$ cat src/rtl/core/assert_macros.svh
// Assertion helpers for the RTL.
`ifndef ASSERT_MACROS_SVH
`define ASSERT_MACROS_SVH

// Property checked on every rising clk edge, off while arst_n is low.
`define ASSERT_CLK(label, prop, msg) \
	label: assert property (@(posedge clk) disable iff (!arst_n) (prop)) else $error(msg);

// Expression that must never be true out of reset.
`define ASSERT_NEVER(label, expr, msg) \
	label: assert property (@(posedge clk) disable iff (!arst_n) !(expr)) else $error(msg);

`endif

$ cat src/rtl/core/csa_pkg.sv
package csa_pkg;

	// default map size
	localparam int SLOT_COUNT_DEF = 128;

	// request opcodes
	localparam logic OP_ALLOC   = 1'b0;
	localparam logic OP_RELEASE = 1'b1;

	// fit policies
	localparam logic [1:0] POL_FIRST = 2'd0;
	localparam logic [1:0] POL_NEXT  = 2'd1;
	localparam logic [1:0] POL_BEST  = 2'd2;
	localparam logic [1:0] POL_WORST = 2'd3;

	// result status codes
	typedef enum logic [1:0] {
		STAT_DONE    = 2'd0,
		STAT_NOSPACE = 2'd1,
		STAT_TOOLONG = 2'd2
	} stat_t;

	// sequencer states
	typedef enum logic [2:0] {
		S_CLEAR,
		S_IDLE,
		S_WALK_RD,
		S_WALK_CHK,
		S_SCAN,
		S_MARK,
		S_RELEASE
	} state_t;

endpackage

$ cat src/rtl/core/contiguous_slot_allocator_top.sv
// Allocate: one read per slot during the scan, then one write per slot to mark run_length slots.
// Next fit first walks back over a free run (a read and a check state per slot) and may scan the map twice.
// Release: one write per cleared slot; the result strobe follows the last step.
// One request at a time; the next is taken from the strobe cycle on.
// Reset: async, active low; a clearing pass (busy high) frees all slots.
// done is a one-cycle strobe; the receiver cannot stall.
`include "assert_macros.svh"

module contiguous_slot_allocator_top #(
	parameter int SLOT_COUNT = csa_pkg::SLOT_COUNT_DEF
) (
	input  logic        clk,
	input  logic        arst_n,
	// request channel
	input  logic        start,
	output logic        busy,
	input  logic        opcode,
	input  logic [7:0]  run_length,
	input  logic [6:0]  release_start,
	// result channel
	output logic        done,
	output logic [1:0]  status,
	output logic [6:0]  granted_start,
	// configuration port
	input  logic        psel,
	input  logic        penable,
	input  logic        pwrite,
	input  logic [2:0]  paddr,
	input  logic [31:0] pwdata,
	output logic [31:0] prdata,
	output logic        pready
);
	import csa_pkg::*;

	localparam int IW = $clog2(SLOT_COUNT);
	localparam int CW = $clog2(SLOT_COUNT + 1);
	localparam int LW = (CW > 8) ? CW : 8;
	localparam int PW = ((IW > 7) ? IW : 7) + 1;

	localparam logic [IW:0]   SLOTS_I  = (IW + 1)'(SLOT_COUNT);
	localparam logic [LW-1:0] SLOTS_L  = LW'(SLOT_COUNT);
	localparam logic [PW-1:0] SLOTS_P  = PW'(SLOT_COUNT);
	localparam logic [IW-1:0] LAST_IDX = IW'(SLOT_COUNT - 1);

	// configuration register
	logic [1:0] fit_policy_q;
	logic       cfg_wr;

	assign pready = 1'b1;
	assign cfg_wr = psel && penable && pwrite && !paddr[2];
	assign prdata = paddr[2] ? 32'd0 : {30'd0, fit_policy_q};

	always_ff @(posedge clk or negedge arst_n) begin
		if (!arst_n) begin
			fit_policy_q <= POL_FIRST;
		end else if (cfg_wr) begin
			fit_policy_q <= pwdata[1:0];
		end
	end

	// control and search registers
	state_t        state_q, state_d;
	logic [IW-1:0] cur_q, cur_d;
	logic [IW-1:0] clr_ptr_q, clr_ptr_d;
	logic [CW-1:0] len_q, len_d;
	logic [IW:0]   iss_q, iss_d;
	logic [CW-1:0] run_cnt_q, run_cnt_d;
	logic [IW-1:0] run_start_q, run_start_d;
	logic [CW-1:0] best_size_q, best_size_d;
	logic [IW-1:0] best_start_q, best_start_d;
	logic          found_q, found_d;
	logic          pass_q, pass_d;
	logic [IW-1:0] mark_ptr_q, mark_ptr_d;
	logic [CW-1:0] mark_left_q, mark_left_d;
	logic [PW-1:0] rel_ptr_q, rel_ptr_d;
	logic [7:0]    rel_left_q, rel_left_d;
	logic          done_q, done_d;
	stat_t         status_q, status_d;
	logic [6:0]    granted_q, granted_d;

	// occupancy memory, one read or write port in use per cycle
	logic          busy_mem [SLOT_COUNT];
	logic          wr_en, wr_data;
	logic [IW-1:0] wr_addr;
	logic          rd_en;
	logic [IW-1:0] rd_addr;
	logic          rd_data_s1;
	logic [IW-1:0] rd_idx_s1;
	logic          rd_vld_s1;

	always_ff @(posedge clk) begin
		if (wr_en) begin
			busy_mem[wr_addr] <= wr_data;
		end
	end

	always_ff @(posedge clk) begin
		if (rd_en) begin
			rd_data_s1 <= busy_mem[rd_addr];
			rd_idx_s1  <= rd_addr;
		end
	end

	always_ff @(posedge clk or negedge arst_n) begin
		if (!arst_n) begin
			rd_vld_s1 <= 1'b0;
		end else begin
			rd_vld_s1 <= rd_en;
		end
	end

	// per-slot scan terms
	logic          is_last;
	logic [CW-1:0] cur_size;
	logic [CW-1:0] fit_start_w;
	logic [IW-1:0] cand_start;
	logic          better;
	logic          upd;

	always_comb begin
		is_last     = (rd_idx_s1 == LAST_IDX);
		cur_size    = rd_data_s1 ? run_cnt_q : run_cnt_q + CW'(1);
		fit_start_w = CW'(rd_idx_s1) + CW'(1) - len_q;
		cand_start  = (run_cnt_q == '0) ? rd_idx_s1 : run_start_q;
		better      = (fit_policy_q == POL_BEST) ? (cur_size < best_size_q)
		                                         : (cur_size > best_size_q);
		upd         = (rd_data_s1 || is_last) && (cur_size >= len_q)
		              && (!found_q || better);
	end

	// sequencer: next state, register updates, memory port
	always_comb begin
		state_d      = state_q;
		cur_d        = cur_q;
		clr_ptr_d    = clr_ptr_q;
		len_d        = len_q;
		iss_d        = iss_q;
		run_cnt_d    = run_cnt_q;
		run_start_d  = run_start_q;
		best_size_d  = best_size_q;
		best_start_d = best_start_q;
		found_d      = found_q;
		pass_d       = pass_q;
		mark_ptr_d   = mark_ptr_q;
		mark_left_d  = mark_left_q;
		rel_ptr_d    = rel_ptr_q;
		rel_left_d   = rel_left_q;
		done_d       = 1'b0;
		status_d     = status_q;
		granted_d    = granted_q;
		wr_en        = 1'b0;
		wr_addr      = clr_ptr_q;
		wr_data      = 1'b0;
		rd_en        = 1'b0;
		rd_addr      = cur_q;

		unique case (state_q)
			S_CLEAR: begin
				wr_en     = 1'b1;
				wr_addr   = clr_ptr_q;
				clr_ptr_d = clr_ptr_q + IW'(1);
				if (clr_ptr_q == LAST_IDX) begin
					state_d = S_IDLE;
				end
			end

			S_IDLE: begin
				if (start) begin
					found_d     = 1'b0;
					pass_d      = 1'b0;
					run_cnt_d   = '0;
					best_size_d = '0;
					len_d       = CW'(run_length);
					if (opcode == OP_RELEASE) begin
						rel_ptr_d  = PW'(release_start);
						rel_left_d = run_length;
						state_d    = S_RELEASE;
					end else if (LW'(run_length) > SLOTS_L) begin
						done_d    = 1'b1;
						status_d  = STAT_TOOLONG;
						granted_d = '0;
					end else if (run_length == 8'd0) begin
						done_d    = 1'b1;
						status_d  = STAT_NOSPACE;
						granted_d = '0;
					end else if (fit_policy_q == POL_NEXT) begin
						state_d = S_WALK_RD;
					end else begin
						iss_d   = '0;
						state_d = S_SCAN;
					end
				end
			end

			// next fit: step the cursor back over a free run
			S_WALK_RD: begin
				rd_en   = 1'b1;
				rd_addr = cur_q;
				state_d = S_WALK_CHK;
			end

			S_WALK_CHK: begin
				if (rd_data_s1 || cur_q == '0) begin
					iss_d     = (IW + 1)'(cur_q);
					run_cnt_d = '0;
					state_d   = S_SCAN;
				end else begin
					cur_d   = cur_q - IW'(1);
					state_d = S_WALK_RD;
				end
			end

			S_SCAN: begin
				rd_en   = (iss_q < SLOTS_I);
				rd_addr = iss_q[IW-1:0];
				if (rd_en) begin
					iss_d = iss_q + (IW + 1)'(1);
				end
				if (rd_vld_s1) begin
					run_cnt_d = rd_data_s1 ? '0 : cur_size;
					if (!fit_policy_q[1]) begin
						// first / next fit: earliest end of a long enough free run
						if (!rd_data_s1 && cur_size >= len_q) begin
							best_start_d = fit_start_w[IW-1:0];
							mark_ptr_d   = fit_start_w[IW-1:0];
							mark_left_d  = len_q;
							state_d      = S_MARK;
						end else if (is_last) begin
							if (fit_policy_q == POL_NEXT && !pass_q && cur_q != '0) begin
								// wrap to slot 0 for the second pass
								pass_d    = 1'b1;
								iss_d     = '0;
								run_cnt_d = '0;
							end else begin
								done_d    = 1'b1;
								status_d  = STAT_NOSPACE;
								granted_d = '0;
								state_d   = S_IDLE;
							end
						end
					end else begin
						// best / worst fit: judge each maximal free run as it closes
						if (!rd_data_s1 && run_cnt_q == '0) begin
							run_start_d = rd_idx_s1;
						end
						if (upd) begin
							found_d      = 1'b1;
							best_size_d  = cur_size;
							best_start_d = cand_start;
						end
						if (is_last) begin
							if (found_q || upd) begin
								mark_ptr_d  = upd ? cand_start : best_start_q;
								mark_left_d = len_q;
								state_d     = S_MARK;
							end else begin
								done_d    = 1'b1;
								status_d  = STAT_NOSPACE;
								granted_d = '0;
								state_d   = S_IDLE;
							end
						end
					end
				end
			end

			S_MARK: begin
				wr_en       = 1'b1;
				wr_addr     = mark_ptr_q;
				wr_data     = 1'b1;
				mark_ptr_d  = mark_ptr_q + IW'(1);
				mark_left_d = mark_left_q - CW'(1);
				if (mark_left_q == CW'(1)) begin
					done_d    = 1'b1;
					status_d  = STAT_DONE;
					granted_d = 7'(best_start_q);
					if (fit_policy_q == POL_NEXT) begin
						cur_d = mark_ptr_q;
					end
					state_d = S_IDLE;
				end
			end

			S_RELEASE: begin
				if (rel_left_q == 8'd0 || rel_ptr_q >= SLOTS_P) begin
					done_d    = 1'b1;
					status_d  = STAT_DONE;
					granted_d = '0;
					state_d   = S_IDLE;
				end else begin
					wr_en      = 1'b1;
					wr_addr    = rel_ptr_q[IW-1:0];
					wr_data    = 1'b0;
					rel_ptr_d  = rel_ptr_q + PW'(1);
					rel_left_d = rel_left_q - 8'd1;
				end
			end

			default: begin
				state_d = S_IDLE;
			end
		endcase
	end

	// control registers
	always_ff @(posedge clk or negedge arst_n) begin
		if (!arst_n) begin
			state_q   <= S_CLEAR;
			cur_q     <= '0;
			clr_ptr_q <= '0;
			found_q   <= 1'b0;
			pass_q    <= 1'b0;
			done_q    <= 1'b0;
		end else begin
			state_q   <= state_d;
			cur_q     <= cur_d;
			clr_ptr_q <= clr_ptr_d;
			found_q   <= found_d;
			pass_q    <= pass_d;
			done_q    <= done_d;
		end
	end

	// datapath registers
	always_ff @(posedge clk) begin
		len_q        <= len_d;
		iss_q        <= iss_d;
		run_cnt_q    <= run_cnt_d;
		run_start_q  <= run_start_d;
		best_size_q  <= best_size_d;
		best_start_q <= best_start_d;
		mark_ptr_q   <= mark_ptr_d;
		mark_left_q  <= mark_left_d;
		rel_ptr_q    <= rel_ptr_d;
		rel_left_q   <= rel_left_d;
		status_q     <= status_d;
		granted_q    <= granted_d;
	end

	assign busy          = (state_q != S_IDLE);
	assign done          = done_q;
	assign status        = status_q;
	assign granted_start = granted_q;

	// checks; rejected lengths answer at once without going busy
	`ASSERT_CLK(a_req_takes_busy, (start && !busy) |=> (busy || done), "accepted request dropped")
	`ASSERT_CLK(a_done_after_work, done |-> $past(busy || start), "result strobe without request")
	`ASSERT_CLK(a_reject_no_start, (done && (status != STAT_DONE)) |-> (granted_start == '0),
		"rejected request carries a start slot")
	`ASSERT_NEVER(a_cursor_range, ((IW + 1)'(cur_q) >= SLOTS_I), "next fit cursor out of map")

endmodule
$ cat config.mk
export PLATFORM = sky130hd
export DESIGN_NAME = contiguous_slot_allocator_top
export DESIGN_NICKNAME = d
export VERILOG_FILES = /design/src/rtl/core/csa_pkg.sv /design/src/rtl/core/contiguous_slot_allocator_top.sv
export VERILOG_INCLUDE_DIRS = /design/src /design/src/rtl/core
export SDC_FILE = /design/constraint.sdc
export NUM_CORES = 1
export LEC_CHECK = 0
export BUFFER_PORTS_ARGS = -buffer_cell sky130_fd_sc_hd__buf_2
export CAP_MARGIN = 0
export CORE_MARGIN = 4
export CORE_UTILIZATION = 45
export DETAILED_ROUTE_END_ITERATION = 16
export SLEW_MARGIN = 20
export SYNTH_ARGS = -nofsm -noshare
export SYNTH_HDL_FRONTEND = slang
export SYNTH_SLANG_ARGS = --single-unit
$ cat constraint.sdc
create_clock -name clk -period 4.5 [get_ports clk]
set_clock_uncertainty 0.2 [all_clocks]
set_input_delay 0.225 -clock clk [delete_from_list [all_inputs] [get_ports clk]]
set_output_delay 0.225 -clock clk [all_outputs]
set_load 0.1 [all_outputs]
# After elaboration in Yosys (flattened, before gate mapping)
# Memories as Yosys holds them, arrays and structs flattened. A register that Yosys moved wholly into a read port is not among the register bits.
# Index checks and enable logic that the tools add are counted.
totals:
  regBits: 116
  out_inout_bits: 44
  memories: 1
  ram_bits: 128
classes:
  reduce_logical: 44
  eq_ne: 43
  n_mux: 135
  add_sub_neg: 10
  n_lt_le_gt_ge: 6
mem_list:
  columns: ["memory", "depth", "width", "read_ports", "rd_ports_with_merged_regs", "wr", "line", "rtl"]
  rows:
  - ["busy_mem", 128, 1, 1, 1, 1, "contiguous_slot_allocator_top.sv:82", "logic busy_mem [SLOT_COUNT];"]
op_table:
  columns: ["operator", "count"]
  rows:
  - ["$mux W8", 35]
  - ["$mux W7", 26]
  - ["$pmux W8 S2", 4]
  - ["$mux W3", 16]
  - ["$pmux W8 S3", 2]
  - ["$pmux W7 S2", 3]
  - ["$ne A2 B2 Y1 const B", 20]
  - ["$ne A3 B3 Y1 const B", 10]
  - ["$mux W2", 14]
  - ["$pmux W7 S4", 1]
  - ["$mux W1", 27]
  - ["$add A8 B1 Y8 const B", 3]
  - ["$logic_not A8 Y1", 3]
  - ["$add A7 B1 Y7 const B", 3]
  - ["$pmux W3 S7", 1]
  - ["$reduce_and A4 Y1", 4]
  - ["$sub A8 B1 Y8 const B", 2]
  - ["$eq A7 B7 Y1 const B", 2]
  - ["$reduce_and A7 Y1", 2]
  - ["$reduce_and A11 Y1", 1]
  - ["$reduce_and A10 Y1", 1]
  - ["$reduce_and A5 Y1", 2]
  - ["$reduce_bool A2 Y1", 5]
  - ["$eq A3 B3 Y1 const B", 3]
  - ["29 further kinds", 48]

# Logic depth before layout (Yosys ltp)
# Gate-level depths: netlist (run 1).
depth:
  word_depth: 12
  depth_mapped: 15
  ltp_nobuf: 15

# Worst setup path before layout (run 1)
# Ideal clock, no wire load.
synth_path:
  path_kind: "reg-to-reg"
  from: "reg state_q[2]"
  to: "mem busy_mem[0], data pin"
  n_path_buf: 3
  path_slack_ns: 0.417
  setup_time_ns: 0.640
  arrival_time_ns: 3.244
  stages_incl_launch_ff: 7
  synth_period_minus_slack_ns: 4.083
  cell_sequence: "dfrtp_1 -> buf_2 -> and2b_1 -> nand2_1 -> inv_1 -> buf_2 -> buf_1"
synth_via:
  elab_chain_cells: 2
synth_rtl:
  columns: ["item", "line", "rtl"]
  rows:
  - ["from (decl)", "contiguous_slot_allocator_top.sv:62", "state_t state_q, state_d;"]
  - ["from (signal assigned)", "contiguous_slot_allocator_top.sv:315", "state_q <= state_d;"]
  - ["$eq A3 B3 Y1", "contiguous_slot_allocator_top.sv:157", "unique case (state_q)"]
  - ["$mux W1", null, null]
  - ["via wr_data", "contiguous_slot_allocator_top.sv:83", "logic wr_en, wr_data;"]
  - ["to (decl)", "contiguous_slot_allocator_top.sv:82", null]
# The timed path passes the listed nets, and every way through them passes these cells.

# Worst setup path after layout (run 1)
layout_path:
  from: "reg rd_data_s1, read port of busy_mem"
  to: "reg mark_ptr_q[6] (enable)"
layout_via:
  elab_chain_cells: 8
layout_rtl:
  columns: ["item", "line", "rtl"]
  rows:
  - ["from (decl)", "contiguous_slot_allocator_top.sv:87", "logic rd_data_s1;"]
  - ["$mux W8 (*)", "contiguous_slot_allocator_top.sv:122", "cur_size = rd_data_s1 ? run_cnt_q : run_cnt_q + CW'(1);"]
  - ["via cur_size[7]", "contiguous_slot_allocator_top.sv:114", "logic [CW-1:0] cur_size;"]
  - ["$gt A8 B8 Y1 / $lt A8 B8 Y1 (equally long branches)", "contiguous_slot_allocator_top.sv:126, contiguous_slot_allocator_top.sv:125", null]
  - ["$mux W1", "contiguous_slot_allocator_top.sv:125", "better = (fit_policy_q == POL_BEST) ? (cur_size < best_size_q)"]
  - ["$logic_or A1 B1 Y1", "contiguous_slot_allocator_top.sv:128", "&& (!found_q || better);"]
  - ["$logic_and A1 B1 Y1", "contiguous_slot_allocator_top.sv:128", null]
  - ["$logic_or A1 B1 Y1", "contiguous_slot_allocator_top.sv:252", "if (found_q || upd) begin"]
  - ["$ne A3 B3 Y1 (no line)", null, null]
  - ["$reduce_and A5 Y1 (no line) (*)", null, null]
  - ["to (signal assigned)", "contiguous_slot_allocator_top.sv:332", "mark_ptr_q <= mark_ptr_d;"]
  - ["to (decl)", "contiguous_slot_allocator_top.sv:73", "logic [IW-1:0] mark_ptr_q, mark_ptr_d;"]
# Mark *: on every way through the listed nets, which the timed path passes. The rest lies on a longest branch.
# A chain may end at the register's enable or synchronous reset.

==> summary.md, run 1 <==
| Metric | Value |
|---|---|
| Hold-fix buffers at CTS | `22` |
| Routed len/inst | `18.37 µm` |
| CP Launch Type | `flop` |
| Clock tree buffer depth | `3` |
| Vias | `around 9000` |
| CTS sink cnt | `245` |
| Die Wd | `178.1 µm` |
| Detailed-router iteration count before antenna repair | `5` |
| CP Data Required Time | `4520 ps` |
| Final net count | `1353` |
| Crit-path max cell delay | `~440 ps` |
| Layout area overhead | `13.27%` |
| Post-CTS resize count | `0` |
| Internal power | `3.959 mW` |
| Crit path DAT | `~4000 ps` |
| Total Power | `5.104 mW` |
| Combinational power share | `0.055` |
| Unrepaired setup endpoints after global routing | `no` |
| Worst path slowest cell | `a311oi_1` |
| Kind of end point of the critical path | `flop` |
| Max-Cap Viols | `0` |
| Least-Margin Pin Slew | `slightly above 1000 ps` |
| Leakage | `5.318 nW` |
| H-tree depth | `1` |
| Sw power | `1.145 mW` |
| Post-CTS setup buffer count | `0` |
| Fin util | `0.5151` |
| Routed Antenna Nets | `0` |
| Vias in the first global route | `8934` |
| CTS tree | `built` |
| Gr usage total | `0.1917` |
| DIE AREA | `31710 µm²` |
| Asr flop ratio synth | `0.09388` |
| Antenna Diode Count | `0` |
| Fmax achieved | `between 0.2 and 0.25 GHz` |
| Power Density | `346.1 nW/µm²` |
| Routed wire length | `30.48 mm` |
| Status | `complete, no violations` |
| Residual DRC | `0` |
| Port Buffers | `37` |
| Placement Rows | `62` |
| Yosys reg bits | `245` |
| First-pass GRT wire length | `48.02 mm` |
| Final setup viols | `0` |
| Final HPWL DP | `between 20 and 25 mm` |
| Starting density of the core | `0.4548` |
| Critical Path Start | `rd_data_s1` |
| Core box area | `28630 µm²` |
| Crit path kind | `reg2reg` |
| Cell variety after synth | `77` |
| R2r setup slk | `490 ps` |
| Synth area leader | `edfxtp_1` |
| Cells taking the most area after synthesis | `edfxtp_1 51%, nor2_1 5.4%, dfrtp_1 4.4%` |
| Cell area after synthesis | `13020 µm²` |
| Mapped Cells | `1188` |
| Main synth FF type | `edfxtp_1` |
| Clock root buffer | `clkbuf_16` |
| Final TNS setup | `0 ps` |
| Reg power frac | `0.483` |
| Worst r2r dst | `mark_ptr_q[6]` |
| CP max FO | `15` |
| Post-Syn Area per Cell | `10.96 µm²` |
| Max IR drop VDD | `0.0003006 V` |
| # IOs | `101` |
| Reg2Reg Depth | `15` |
| Clock buffer count from CTS | `28` |
| Final Hold Fails | `0` |
| GPL Wtd Cong | `~0.86` |
| Sw Share | `0.2243` |
| Syn. warnings | `0` |
| Crit-path cells | `clkinv_1, and3_1, nand2_1, nor3_1, nand3_1, xor2_1, inv_1, ha_1, and4_1, a221o_1, o21ai_0, a311oi_1, o211ai_1, nand2_1, buf_4` |
| Top-area cell type share of the netlist area | `0.5121` |
| 1st-iter DRT viols | `~640` |
| Largest net degree at the start of global routing | `115` |
| Die Ht | `178.1 µm` |
| Clk_lat worst skew | `approximately 550 ps` |
| Slew HR | `0.3229` |
| Initial antenna violation count | `0` |
| Max-slew violations | `0` |
| Vias/cell | `5.421` |
| Fin crit period | `between 4000 and 5000 ps` |
| Worst min path class | `in2async` |
| Fillers | `2555` |
| Worst-path clk slew | `about 60 ps` |
| Layout cells sized above 1 | `0.1122` |
| Sequential area share after synthesis | `0.5563` |
| R2R Path Start | `rd_data_s1` |
| Power share of the clock group | `0.461` |
| Commonest non-fill, non-tap cells in the layout | `222 x edfxtp_1, 189 x nor2_1, 127 x nand2_1` |
| Crit share post-route | `0.8907` |
| Most common cell after layout, fill and taps aside | `edfxtp_1` |
| Grt total ovfl | `0` |
| Number of flops mapped to enable cells by yosys | `222` |
| Most used cell, CP | `nand2_1` |
[metrics by stage]
step                      cells  hold WS [ps]  instance area [µm²]  setup WS (ps)
after floorplan            1217        -270.6                13130          416.7
after global placement     1586         62.30                13570          600.6
after detailed placement   1586         71.67                13570          545.3
after CTS                  1659         22.07                14750          520.2
after global routing       1659         69.42                14750          166.1
final                      1659         29.10                14750          491.9
[logic make-up after synthesis]
kind of cell,synth area share
multiplexers,0.06661
flip-flops,0.5563
XOR/XNOR,0.03230
AND/OR/NAND/NOR,0.1572
AO/OA/AOI/OAI,0.09304
adder cells (fa/ha/maj),0.04095
other,0.0005769
buffers and inverters,0.05306
[sequential cells by signal, indices dropped and copies added (netlist names)]
register and flops:
busy_mem 128, best_size_q 8, iss_q 8, len_q 8
mark_left_q 8, rel_left_q 8, rel_ptr_q 8, run_cnt_q 8
best_start_q 7, clr_ptr_q 7, cur_q 7, granted_start 7
mark_ptr_q 7, rd_idx_s1 7, run_start_q 7, state_q 3
fit_policy_q 2, status 2, done 1, found_q 1
pass_q 1, rd_data_s1 1, rd_vld_s1 1
[power groups by stage]
stage / clock (mW) / sequential [mW] / combinational, mW
final: 2.35 / 2.47 / 0.282
after global routing: 2.51 / 2.47 / 0.298
after CTS: 2.40 / 2.47 / 0.280
after detailed placement: 0 / 2.51 / 0.262
after global placement: 0 / 2.51 / 0.259
after floorplan: 0 / 2.51 / 0.229
[cell usage after synthesis (3+ instances only)]
cell type / instances
a211o_1: 3
a211oi_1: 12
a21o_1: 13
a21oi_1: 33
a221o_1: 4
a22o_1: 5
a22oi_1: 3
a311oi_1: 4
a31o_2: 3
a31oi_1: 9
and2_1: 5
and3_1: 20
buf_1: 4
buf_2: 15
buf_4: 36
clkbuf_1: 27
dfrtp_1: 23
edfxtp_1: 222
ha_1: 41
inv_1: 56
mux2_2: 10
mux2i_1: 54
mux4_2: 8
nand2_1: 127
nand2b_1: 8
nand3_1: 38
nand3b_1: 4
nand4_1: 8
nor2_1: 189
nor2b_1: 16
nor3_1: 20
nor4_1: 3
o2111ai_1: 3
o211ai_1: 4
o21a_1: 6
o21ai_0: 49
o22ai_1: 3
o31ai_1: 3
or3_1: 4
xnor2_1: 29
xor2_1: 19
[critical path: cells and delay by family (launching register included)]
| family | cells | cell delay (ps) |
|---|---|---|
| buffers and inverters | 3 | 420 |
| and+or+nand+nor | 6 | 950 |
| adders and majority gates | 1 | 300 |
| xor gates and xnor gates | 1 | 220 |
| DFF | 1 | 390 |
| AOI/OAI and AO/OA | 4 | 1210 |
[per-layer routing]
| layer | global-route usage | wire (µm) |
|---|---|---|
| met5 | 0 | 0 |
| met4 | 0.05092 | 766 |
| met3 | 0.03137 | 1429 |
| met2 | 0.3316 | 14830 |
| met1 | 0.2513 | 13450 |
[worst max-delay path by stage]
stage / to / slack (ps)
2_1_floorplan: busy_mem[0] / 420
3_3_place_gp: mark_left_q[6] / 600
3_5_place_dp: mark_ptr_q[5] / 550
4_1_cts: mark_left_q[7] / 520
5_1_grt: mark_left_q[6] / 170
6_report: mark_ptr_q[6] / 490
[final cells by class]
| type | instances | area (µm²) | area share |
|---|---|---|---|
| Clock buffer | 32 | 715.7 | 0.04854 |
| Clock inverter | 19 | 235.2 | 0.01595 |
| Inverter | 58 | 219.0 | 0.01485 |
| Multi-Input combinational cell | 831 | 5202 | 0.3528 |
| Sequential cell | 245 | 7242 | 0.4911 |
| Tap cell | 384 | 480.5 | 0.03258 |
| Timing Repair Buffer | 90 | 650.6 | 0.04412 |
Note: power is estimated with default switching activity, not from simulation.
==> run 2, diff against run 1 <==
--- a/config.mk
+++ b/config.mk
@@ -11,6 +11,7 @@
 export CORE_MARGIN = 4
 export CORE_UTILIZATION = 45
 export DETAILED_ROUTE_END_ITERATION = 16
+export REMOVE_ABC_BUFFERS = 1
 export SLEW_MARGIN = 20
 export SYNTH_ARGS = -nofsm -noshare
 export SYNTH_HDL_FRONTEND = slang
==> constraint.sdc (replaced) <==
create_clock -name clk -period 4.5 [get_ports clk]
set_clock_uncertainty 0.2 [all_clocks]
set_input_delay 0 -clock clk [delete_from_list [all_inputs] [get_ports clk]]
set_output_delay 0 -clock clk [all_outputs]
set_load 0.02 [all_outputs]
==> run 2 against run 1 <==
Net effect:
- register-to-register slack got worse by 30 ps
- combinational power fell by 38%
- critical endpoint is now mark_ptr_q[5]
- worst setup slack got worse by 26 ps
- via count rose by 0.21%
- hold slack got worse by 7.5 ps
- maximum frequency fell by 0.66%
- highest routed layer unchanged
- first-iteration DRC count rose by 4.5%
- largest power group unchanged
==> summary.md, run 2 (synthesis gave the netlist of run 1 again) <==
| Metric | Value |
|---|---|
| Power share of the clock group | `0.450` |
| Post-CTS resize count | `0` |
| Met2 wire len | `14.55 mm` |
| Internal power | `3.753 mW` |
| Residual DRC | `0` |
| Detailed-router iteration count before antenna repair | `5` |
| Status | `complete, no violations` |
| Final HPWL DP | `20.80 mm` |
| DIE AREA | `around 32000 µm²` |
| Post-route setup slack | `465.4 ps` |
| Largest net degree at the start of global routing | `129` |
| Worst Setup EP | `mark_ptr_q[5]` |
| Crit share post-route | `0.8966` |
| Slew HR | `0.3341` |
| Vias | `9013` |
| Fmax achieved | `0.2479 GHz` |
| CP max FO | `9` |
| CP Data Required Time | `roughly 4600 ps` |
| CTS sink cnt | `between 200 and 250` |
| Crit-path max cell delay | `610 ps` |
| Kind of end point of the critical path | `flop` |
| First-pass GRT wire length | `just under 50 mm` |
| Final TNS setup | `0 ps` |
| Critical Path Start | `rd_data_s1` |
| Final Hold Fails | `0` |
| Pre-CTS worst setup slack | `496.4 ps` |
| Reg2Reg Depth | `15` |
| Grt total ovfl | `0` |
| Vias in the first global route | `8805` |
| Crit path DAT | `roughly 4100 ps` |
| Post-DP Area | `13590 µm²` |
| # IOs | `101` |
| Routed len/inst | `between 15 and 20 µm` |
| Crit path kind | `reg2reg` |
| Initial antenna violation count | `0` |
| Worst-path clk slew | `60 ps` |
| Reg power frac | `0.513` |
| Most common cell after layout, fill and taps aside | `edfxtp_1` |
| Fin crit period | `4035 ps` |
| Max-slew violations | `0` |
| R2R Path Start | `rd_data_s1` |
| Post-CTS setup buffer count | `0` |
| Biggest register | `busy_mem` |
| Layout cells sized above 1 | `0.1177` |
| Port Buffers | `37` |
| Vias/cell | `5.407` |
| Worst min path class | `in2reg` |
| Levels on crit path | `15` |
| Post-Layout Cell Count | `1667` |
| Leakage | `5.332 nW` |
| Worst r2r dst | `mark_ptr_q[5]` |
| Clock buffer count from CTS | `28` |
| Fin util | `0.5156` |
| Die Ht | `around 180 µm` |
| Routed Antenna Nets | `0` |
| Crit-path cells | `clkinv_1, and3_1, nand2_1, nor3_1, xnor2_1, inv_1, ha_1, a21o_1, a21o_1, a21oi_1, nand2_1, o2111ai_1, nand3_1, a31o_2, mux2_2` |
| Routed wire length | `between 30 and 40 mm` |
| Sw power | `roughly 1.1 mW` |
| Final net count | `1361` |
| Clock root buffer | `clkbuf_16` |
| CTS tree | `built` |
| Placed Instances | `1588` |
| Placement Rows | `62` |
| Final instance area | `14760 µm²` |
| Met1 WL | `13.42 mm` |
| Antenna Diode Count | `0` |
| Total Power | `4.805 mW` |
| Final setup viols | `0` |
| Core box area | `28630 µm²` |
| WHS | `21.58 ps` |
| Max-Cap Viols | `0` |
| Clk_lat worst skew | `550 ps` |
| R2r setup slk | `between 400 and 500 ps` |
| H-tree depth | `1` |
| Hold-fix buffers at CTS | `28` |
| Max IR drop VDD | `0.0003098 V` |
| Max Used Layer | `met4` |
| Buffer and inverter count on the worst path | `2` |
| CP Launch Type | `flop` |
| GPL Wtd Cong | `0.8656` |
| Commonest non-fill, non-tap cells in the layout | `222 x edfxtp_1, 189 x nor2_1, 127 x nand2_1` |
| Unrepaired setup endpoints after global routing | `no` |
| Top delay family on crit path | `compound AO/OA/AOI/OAI gates` |
| Power Density | `325.6 nW/µm²` |
| Clock tree buffer depth | `3` |
| 1st-iter DRT viols | `roughly 670` |
| Combinational power share | `0.036` |
| Die Wd | `approximately 180 µm` |
| Sw Share | `0.2190` |
| Starting density of the core | `0.4548` |
| Worst path slowest cell | `o2111ai_1` |
| Layout area overhead | `13.37%` |
| Least-Margin Pin Slew | `991.2 ps` |
| WL met3 | `1.241 mm` |
| Max reg flops | `about 130` |
| Gr usage total | `0.1921` |
[run 2: cell count changes in the layout (fill, tap and decap cells not counted)]
cell           previous run  this run
clkinv_2                  4        10
dlygate4sd3_1            22        27
bufinv_16                 5         1
clkinv_1                  7         4
clkbuf_1                  4         2
inv_6                     0         2
buf_12                    1         2
buf_4                    30        31
buf_6                     0         1
clkbuf_8                  0         1
clkinv_4                  1         2
clkinvlp_4                3         2
[run 2: power groups by stage]
| stage | logic (mW) | clock network [mW] | registers, mW |
|---|---|---|---|
| final | 0.175 | 2.16 | 2.47 |
| after floorplan | 0.0939 | 0 | 2.52 |
| after detailed placement | 0.150 | 0 | 2.51 |
| after CTS | 0.174 | 2.20 | 2.47 |
| after global routing | 0.192 | 2.30 | 2.47 |
| after global placement | 0.148 | 0 | 2.51 |
[run 2: area by class of cell]
type,instances,area [µm²]
clock inverters,20,152.6
well taps,384,480.5
fillers,2582,13870
flip-flops and latches,245,7242
multi-input cells,831,5202
inverters,58,219.0
repair buffers,98,739.5
clock buffers,31,721.9
[run 2: worst min-delay path by stage]
stage                   from  depth (start not counted)  slack (ps)      endpoint
2_1_floorplan         arst_n                          0        -500  clr_ptr_q[0]
3_3_place_gp          arst_n                          1        -160  clr_ptr_q[0]
3_5_place_dp          arst_n                          1        -160  clr_ptr_q[1]
4_1_cts        run_length[2]                          2        0.02      len_q[2]
5_1_grt        run_length[2]                          2          30      len_q[2]
6_report       run_length[2]                          2          20      len_q[2]
[run 2: worst register-to-register path, delay by kind of cell (launching register included)]
| family | cells | cell delay (ps) |
|---|---|---|
| flops | 1 | 390 |
| compound gates | 5 | 1460 |
| xor+xnor | 1 | 230 |
| buf+inv | 2 | 180 |
| fa+ha+maj | 1 | 300 |
| mux | 1 | 260 |
| simple gates | 5 | 780 |
[run 2: layer usage]
metal,up-vias,track usage
li1,4351,-
met1,4381,0.2615
met2,214,0.3232
met3,67,0.02098
met4,0,0.06316
met5,-,0
